--- src/jdd_pkg.sv ---
// shared types, constants and tables of the julian day to date converter
package jdd_pkg;

  localparam int unsigned DAY_NUMBER_W = 22;
  localparam int unsigned YEAR_W       = 14;
  localparam int unsigned MONTH_W      = 4;
  localparam int unsigned MDAY_W       = 5;

  typedef logic [DAY_NUMBER_W-1:0]  day_number_t;
  typedef logic signed [YEAR_W-1:0] year_t;
  typedef logic [MONTH_W-1:0]       month_t;
  typedef logic [MDAY_W-1:0]        mday_t;

  // calendar constants
  localparam day_number_t GREGORIAN_START = 22'd2299161;
  localparam logic [23:0] CENT_NUM_BASE   = 24'd7468865;  // 4 * 1867216 + 1
  localparam logic [22:0] EPOCH_OFFSET    = 23'd1524;
  localparam logic [28:0] YEAR_SCALE      = 29'd100;
  localparam logic [28:0] YEAR_SHIFT      = 29'd12210;
  localparam logic [22:0] DAYS_PER_YEAR   = 23'd365;
  localparam logic [14:0] YEAR_BIAS       = 15'd4715;

  // exact constant divisions by ceiling reciprocals, q = (x * RECIP) >> K
  localparam logic [63:0] CENT_DIV    = 64'd146097;
  localparam int unsigned CENT_K      = 42;
  localparam logic [63:0] CENT_RECIP_FULL =
    ((64'd1 << CENT_K) + CENT_DIV - 64'd1) / CENT_DIV;
  localparam logic [24:0] CENT_RECIP  = CENT_RECIP_FULL[24:0];

  localparam logic [63:0] YEAR_DIV    = 64'd36525;
  localparam int unsigned YEAR_K      = 45;
  localparam logic [63:0] YEAR_RECIP_FULL =
    ((64'd1 << YEAR_K) + YEAR_DIV - 64'd1) / YEAR_DIV;
  localparam logic [29:0] YEAR_RECIP  = YEAR_RECIP_FULL[29:0];

  // month term 10000*r / 306001 folded into one constant factor
  localparam logic [63:0] MONTH_DIV   = 64'd306001;
  localparam logic [63:0] MONTH_SCALE = 64'd10000;
  localparam int unsigned MONTH_K     = 42;
  localparam logic [63:0] MONTH_RECIP_FULL =
    MONTH_SCALE * (((64'd1 << MONTH_K) + MONTH_DIV - 64'd1) / MONTH_DIV);
  localparam logic [37:0] MONTH_RECIP = MONTH_RECIP_FULL[37:0];

  // day offset of month term e, floor(30.6001 * e)
  function automatic logic [8:0] month_start(input logic [4:0] e);
    logic [8:0] ms;
    case (e)
      5'd0:    ms = 9'd0;
      5'd1:    ms = 9'd30;
      5'd2:    ms = 9'd61;
      5'd3:    ms = 9'd91;
      5'd4:    ms = 9'd122;
      5'd5:    ms = 9'd153;
      5'd6:    ms = 9'd183;
      5'd7:    ms = 9'd214;
      5'd8:    ms = 9'd244;
      5'd9:    ms = 9'd275;
      5'd10:   ms = 9'd306;
      5'd11:   ms = 9'd336;
      5'd12:   ms = 9'd367;
      5'd13:   ms = 9'd397;
      5'd14:   ms = 9'd428;
      5'd15:   ms = 9'd459;
      5'd16:   ms = 9'd489;
      default: ms = 9'd0;
    endcase
    return ms;
  endfunction

endpackage

--- src/jdd_ifs.sv ---
// valid/ready channel interfaces for day numbers and calendar dates
interface jdd_day_if;
  logic                 valid;
  logic                 ready;
  jdd_pkg::day_number_t day_number;

  modport source (output valid, output day_number, input ready);
  modport sink   (input valid, input day_number, output ready);
endinterface

interface jdd_date_if;
  logic           valid;
  logic           ready;
  jdd_pkg::year_t  year;
  jdd_pkg::month_t month;
  jdd_pkg::mday_t  day;

  modport source (output valid, output year, output month, output day, input ready);
  modport sink   (input valid, input year, input month, input day, output ready);
endinterface

--- src/julian_day_to_date.sv ---
// julian day number to calendar date converter, seven stage pipeline
//
// takes one julian day number per transfer and returns year, month and day;
// days from 2299161 on use the gregorian calendar, earlier ones the julian
// calendar, and there is no year zero (1 bc is year -1). the pipeline has
// seven register stages, and one day number is taken every cycle when the
// output side never stalls. the whole pipeline advances together: it holds
// while a finished date waits at the output register, so jdn.ready follows
// date.ready in the same cycle once the output register is full. each stage
// carries one constant multiply (reciprocal divisions by 146097, 36525 and
// 306001) or an add chain.
module julian_day_to_date (
  input  logic clk,
  input  logic rst,
  jdd_day_if.sink    jdn,
  jdd_date_if.source date
);
  import jdd_pkg::*;

  // pipeline moves when the output register is empty or being taken
  logic advance;

  // stage 1: gregorian check and century term product
  logic        s1_valid;
  day_number_t s1_day;
  logic        s1_greg;
  logic [48:0] s1_prod;
  logic        greg_in;
  logic [23:0] cent_num;

  // stage 2: shifted day count b
  logic        s2_valid;
  logic [22:0] s2_b;
  logic [6:0]  cent;
  logic [6:0]  cent_corr;

  // stage 3: scaled year numerator
  logic        s3_valid;
  logic [22:0] s3_b;
  logic [28:0] s3_num;

  // stage 4: year term product
  logic        s4_valid;
  logic [22:0] s4_b;
  logic [58:0] s4_prod;

  // stage 5: year count c and day of year r
  logic        s5_valid;
  logic [13:0] s5_c;
  logic [8:0]  s5_r;
  logic [13:0] year_c;
  logic [22:0] year_days;

  // stage 6: month term e
  logic        s6_valid;
  logic [13:0] s6_c;
  logic [8:0]  s6_r;
  logic [4:0]  s6_e;
  logic [46:0] month_prod;

  // output register
  logic          out_valid;
  year_t         out_year;
  month_t        out_month;
  mday_t         out_day;
  logic [4:0]    mon_raw;
  month_t        month_next;
  mday_t         day_next;
  logic signed [14:0] yr_base;
  logic signed [14:0] yr_adj;
  logic signed [14:0] yr_final;

  assign advance   = !out_valid || date.ready;
  assign jdn.ready = advance;

  // stage 1 logic, the century numerator is only meaningful after the switch
  assign greg_in  = jdn.day_number >= GREGORIAN_START;
  assign cent_num = greg_in ? ({jdn.day_number, 2'b00} - CENT_NUM_BASE) : '0;

  // stage 2 logic, a = d + 1 + cent - cent/4 for gregorian days
  assign cent      = s1_prod[48:42];
  assign cent_corr = s1_greg ? 7'(7'd1 + cent - (cent >> 2)) : '0;

  // stage 5 logic, days before the year start
  assign year_c    = s4_prod[58:45];
  assign year_days = 23'(year_c) * DAYS_PER_YEAR + 23'(year_c >> 2);

  // stage 6 logic
  assign month_prod = 47'(s5_r) * 47'(MONTH_RECIP);

  // output stage logic, month wraps past december into the next year
  always_comb begin
    mon_raw    = s6_e - 5'd1;
    month_next = (mon_raw > 5'd12) ? 4'(mon_raw - 5'd12) : 4'(mon_raw);
    day_next   = 5'(s6_r - month_start(s6_e));
    yr_base    = $signed({1'b0, s6_c}) - $signed(YEAR_BIAS);
    yr_adj     = (month_next > 4'd2) ? yr_base - 15'sd1 : yr_base;
    // no year zero
    yr_final   = (yr_adj <= 15'sd0) ? yr_adj - 15'sd1 : yr_adj;
  end

  // valid bits
  always_ff @(posedge clk) begin
    if (rst) begin
      s1_valid  <= 1'b0;
      s2_valid  <= 1'b0;
      s3_valid  <= 1'b0;
      s4_valid  <= 1'b0;
      s5_valid  <= 1'b0;
      s6_valid  <= 1'b0;
      out_valid <= 1'b0;
    end else if (advance) begin
      s1_valid  <= jdn.valid;
      s2_valid  <= s1_valid;
      s3_valid  <= s2_valid;
      s4_valid  <= s3_valid;
      s5_valid  <= s4_valid;
      s6_valid  <= s5_valid;
      out_valid <= s6_valid;
    end
  end

  // payload
  always_ff @(posedge clk) begin
    if (advance) begin
      s1_day    <= jdn.day_number;
      s1_greg   <= greg_in;
      s1_prod   <= 49'(cent_num) * 49'(CENT_RECIP);

      s2_b      <= 23'(s1_day) + 23'(cent_corr) + EPOCH_OFFSET;

      s3_b      <= s2_b;
      s3_num    <= 29'(s2_b) * YEAR_SCALE - YEAR_SHIFT;

      s4_b      <= s3_b;
      s4_prod   <= 59'(s3_num) * 59'(YEAR_RECIP);

      s5_c      <= year_c;
      s5_r      <= 9'(s4_b - year_days);

      s6_c      <= s5_c;
      s6_r      <= s5_r;
      s6_e      <= month_prod[46:42];

      out_year  <= yr_final[13:0];
      out_month <= month_next;
      out_day   <= day_next;
    end
  end

  assign date.valid = out_valid;
  assign date.year  = out_year;
  assign date.month = out_month;
  assign date.day   = out_day;

endmodule

--- src/flat_wrapper.sv ---
// flat-port wrapper written by rule: the top's interface ports become plain ports
module julian_day_to_date_flat import jdd_pkg::*;
  (clk, rst, jdn_valid, jdn_day_number, jdn_ready, date_valid, date_year, date_month, date_day, date_ready);
  jdd_day_if jdn_i ();
  jdd_date_if date_i ();
  input  logic clk;
  input  logic rst;
  input wire logic [$bits(jdn_i.valid)-1:0] jdn_valid;
  input wire logic [$bits(jdn_i.day_number)-1:0] jdn_day_number;
  output wire logic [$bits(jdn_i.ready)-1:0] jdn_ready;
  output wire logic [$bits(date_i.valid)-1:0] date_valid;
  output wire logic [$bits(date_i.year)-1:0] date_year;
  output wire logic [$bits(date_i.month)-1:0] date_month;
  output wire logic [$bits(date_i.day)-1:0] date_day;
  input wire logic [$bits(date_i.ready)-1:0] date_ready;
  assign jdn_i.valid = jdn_valid;
  assign jdn_i.day_number = jdn_day_number;
  assign jdn_ready = jdn_i.ready;
  assign date_valid = date_i.valid;
  assign date_year = date_i.year;
  assign date_month = date_i.month;
  assign date_day = date_i.day;
  assign date_i.ready = date_ready;
  julian_day_to_date u_core (.clk(clk), .rst(rst), .jdn(jdn_i), .date(date_i));
endmodule
--- config.mk ---
export PLATFORM = sky130hd
export DESIGN_NAME = julian_day_to_date_flat
export DESIGN_NICKNAME = d
export VERILOG_FILES = /design/src/jdd_pkg.sv /design/src/jdd_ifs.sv /design/src/julian_day_to_date.sv /design/src/flat_wrapper.sv
export SDC_FILE = /design/constraint.sdc
export NUM_CORES = 2
export LEC_CHECK = 0
export ABC_CLOCK_PERIOD_IN_PS = 25400
export BUFFER_PORTS_ARGS = -buffer_cell sky130_fd_sc_hd__buf_2
export CAP_MARGIN = 20
export CORE_UTILIZATION = 65
export DETAILED_ROUTE_END_ITERATION = 7
export GPL_ROUTABILITY_DRIVEN = 0
export PLACE_DENSITY = 0.82
export SLEW_MARGIN = 10
export SYNTH_ARGS = -nofsm -noshare
export SYNTH_HDL_FRONTEND = slang
export SYNTH_SLANG_ARGS = --single-unit
--- constraint.sdc ---
create_clock -name clk -period 25.4 [get_ports clk]
set_input_delay 2.54 -clock clk [delete_from_list [all_inputs] [get_ports clk]]
set_output_delay 2.54 -clock clk [all_outputs]
set_load 0.1 [all_outputs]
==> run summary <==
- 0 — Post-CTS Hold Fix Bufs
- 4.357% — layout overhead on the synthesized area
- 0 — maxcap violations
- 50 — port buffer count
- 5.614 — post-detailed-route via-to-cell ratio
- 650 ps — biggest cell delay along the critical path
- 5 — router iterations before antenna repair
- 43.93% — final worst-path cycle share
- 65.85% — initial cell density of the core
- 70 ps — CTS clk-pin slew, worst paths
- 0 — Final Max Tran Viols
- 0 — Post-CTS Repair Setup Buffers
- 25.75% — max_slew headroom
- 5469 — final-stage net count
- 0 — count of synthesis-stage warnings from yosys
- 5413 — post-synthesis net count
- 1114 ps — slew of the pin with the lowest slew margin
- u_core.s4_b[4]$_DFFE_PN_ — hold worst-path end
- 33.20% — Synth top area share
- u_core.s3_b[4]$_DFFE_PN_ — critical hold path startpoint
- 3897 — Syn Inst Count
- 25610 ps — Worst Path Required
- 110 — pin count of the biggest net entering global routing
- u_core.s4_prod[58]$_DFFE_PN_ — end of the worst register-to-register path
- primary input — critical path launch point type
- 6 — number of antenna violations at the first check in global routing
- finished clean — run status
- 4 — depth of the CTS H-tree
- in -> reg — type of the worst setup path
- 0 — post-CTS resize count
- edfxtp_1 — leading register cell type out of synthesis
- 194 — count of state elements after synthesis
- reg -> reg — path type of the worst min-delay path
- 8 — WP buf/inv
- 18.85 um — average wire per standard cell
- 2 — Max Root-Sink Buffers
- 11160 ps — shortest clock period the worst path allows after layout
- inv_1 — Top cell by count, worst path
- built — TritonCTS clock tree
- register — category of the worst setup path capture point
- 3.152% — ratio of cells with drive above 1 in the final layout
- 0 — remaining routing DRC violations
- 17 — number of buffers added by the clock tree synthesis step
- 0 — final antenna-violating net count
- 252.0 um — die outline height
- 0 — number of endpoints failing setup at the final stage
- 460 ps — clock latency on the worst-skew pair
- 30.53% — global router's overall resource usage
- 14.04% — sequential fraction of the synthesis area
- 0% — Post-synth ARST share
- 13 — biggest fanout along the worst timing path
- fa_1 — Synth area leader
- 0 ps — setup TNS after final layout
- 89.62 MHz — maximum clock frequency
- 0 — Hold Path Stages
- 11370 ps — CP Data Arrival Time
- 51 — top-level port count
- 1748 — number of design-rule violations left by the first detailed-router iteration
- 0 — Final Hold Viols
- 10.36 ps — Final Skew
- 182 — EDFF count, synth
- 91 — placement row count
- 25 — R2R cell count
- fa_1 (33%), ha_1 (25%), edfxtp_1 (13%) — top cells by area, synth
- a211oi_1 — cell type of the slowest stage on the worst timing path
- 61710 sq um — placeable core area
- clkbuf_16 — root buffer cell
- u_core.s3_num[21]$_DFFE_PN_ — startpoint of the worst register-to-register path
- 80040 um — HPWL reported at the end of detailed placement
- 0 — total congestion overflow
- 29610 — number of global-route vias before repair
- 94 — number of distinct library cell variants in the gate-level netlist after synthesis
- 90580 um — final routed wirelength across all metal layers
- 252.0 um — floorplan die width
- adder cells — cell family with most CP delay
- 150000 um — first-pass GRT wire length
- 194 — number of clock sinks
- 63520 sq um — area enclosed by the die boundary
- 26980 — detailed-route via count
- 40640 sq um — mapped cell area
- no — unrepaired setup endpoints after global routing
- 10.43 sq um — Synth Area per Inst
- 16890 ps — flop2flop setup slack
-- synthesized netlist by cell type (24+ instances only) --
cell type / number
a21o_1: 84
a21oi_1: 121
edfxtp_1: 182
fa_1: 674
ha_1: 816
inv_1: 1169
nand2_1: 93
nand2b_1: 24
nand3_1: 41
nand4_1: 24
nor2_1: 97
nor3_1: 33
o21ai_0: 50
xnor2_1: 115
xor2_1: 59
-- area by class of cell --
cell class | count | area, sq um
clock inverters | 13 | 101.3
repair buffers | 53 | 272.8
flip-flops and latches | 194 | 5705
well taps | 837 | 1047
clock buffers | 19 | 442.9
inverters | 1169 | 4395
fillers | 4434 | 19300
diodes | 2 | 5.005
multi-input cells | 2518 | 30440
-- registers in the layout (all words and copies together) (netlist names), 8 cells and up, named ones only --
signal,cells
u_core.s3_num,27
u_core.date.year,14
u_core.s6_c,14
u_core.s4_prod,14
u_core.s5_r,9
u_core.s5_c,14
u_core.s3_b,9
u_core.s4_b,9
u_core.s1_day,22
u_core.s2_b,23
u_core.s1_prod,8
-- worst max-delay path by stage --
stage / end / startpoint / cells after the start
floorplan: jdn_ready / date_ready / 4
finish: u_core.s1_prod[47]$_DFFE_PN_ / jdn_day_number[0] / 31
detailed placement: u_core.s1_prod[47]$_DFFE_PN_ / jdn_day_number[0] / 31
global route: u_core.s1_prod[47]$_DFFE_PN_ / jdn_day_number[0] / 31
global placement: u_core.s1_prod[47]$_DFFE_PN_ / jdn_day_number[0] / 31
CTS: u_core.s1_prod[47]$_DFFE_PN_ / jdn_day_number[0] / 31
-- through the flow --
step | setup WS, ps | area [sq um] | std cells | utilization [%] | hold slack (ps)
final | 14240 | 42410 | 4805 | 68.72 | 417.4
after global routing | 13840 | 42410 | 4804 | 68.72 | 422.0
after CTS | 14340 | 42400 | 4803 | 68.71 | 417.3
after detailed placement | 13870 | 41860 | 4771 | 67.83 | 404.5
after global placement | 14140 | 41860 | 4771 | 67.83 | 401.3
after floorplan | 14070 | 40640 | 3897 | - | 400.3
-- kinds of logic after synthesis --
logic type	share of synthesized area [%]
compound gates	7.069
fa+ha+maj	58.33
buf+inv	11.06
simple gates	5.265
xor+xnor	3.938
mux	0.3017
flops	14.04
-- metal layers --
layer / vias to the layer above / part of all wire (%) / global-route usage [%]
li1: 12500 / - / -
met1: 13290 / 40 / 38.10
met2: 911 / 48 / 50.44
met3: 267 / 7.4 / 6.788
met4: 8 / 5.3 / 14.61
met5: - / 0.051 / 0
-- placed cells by master, fill, tap and decap left out, types with 24 or more instances in the layout --
master and count:
inv_1 1168, ha_1 816, fa_1 674, edfxtp_1 182, a21oi_1 121, xnor2_1 115
nor2_1 97, nand2_1 93, a21o_1 84, xor2_1 59, o21ai_0 50, buf_2 50
nand3_1 41, nor3_1 33, nand2b_1 24, nand4_1 24
Power is left out: the tool's default activity adds up to more than one toggle a clock period on the data nets, which glitch-free logic cannot reach.
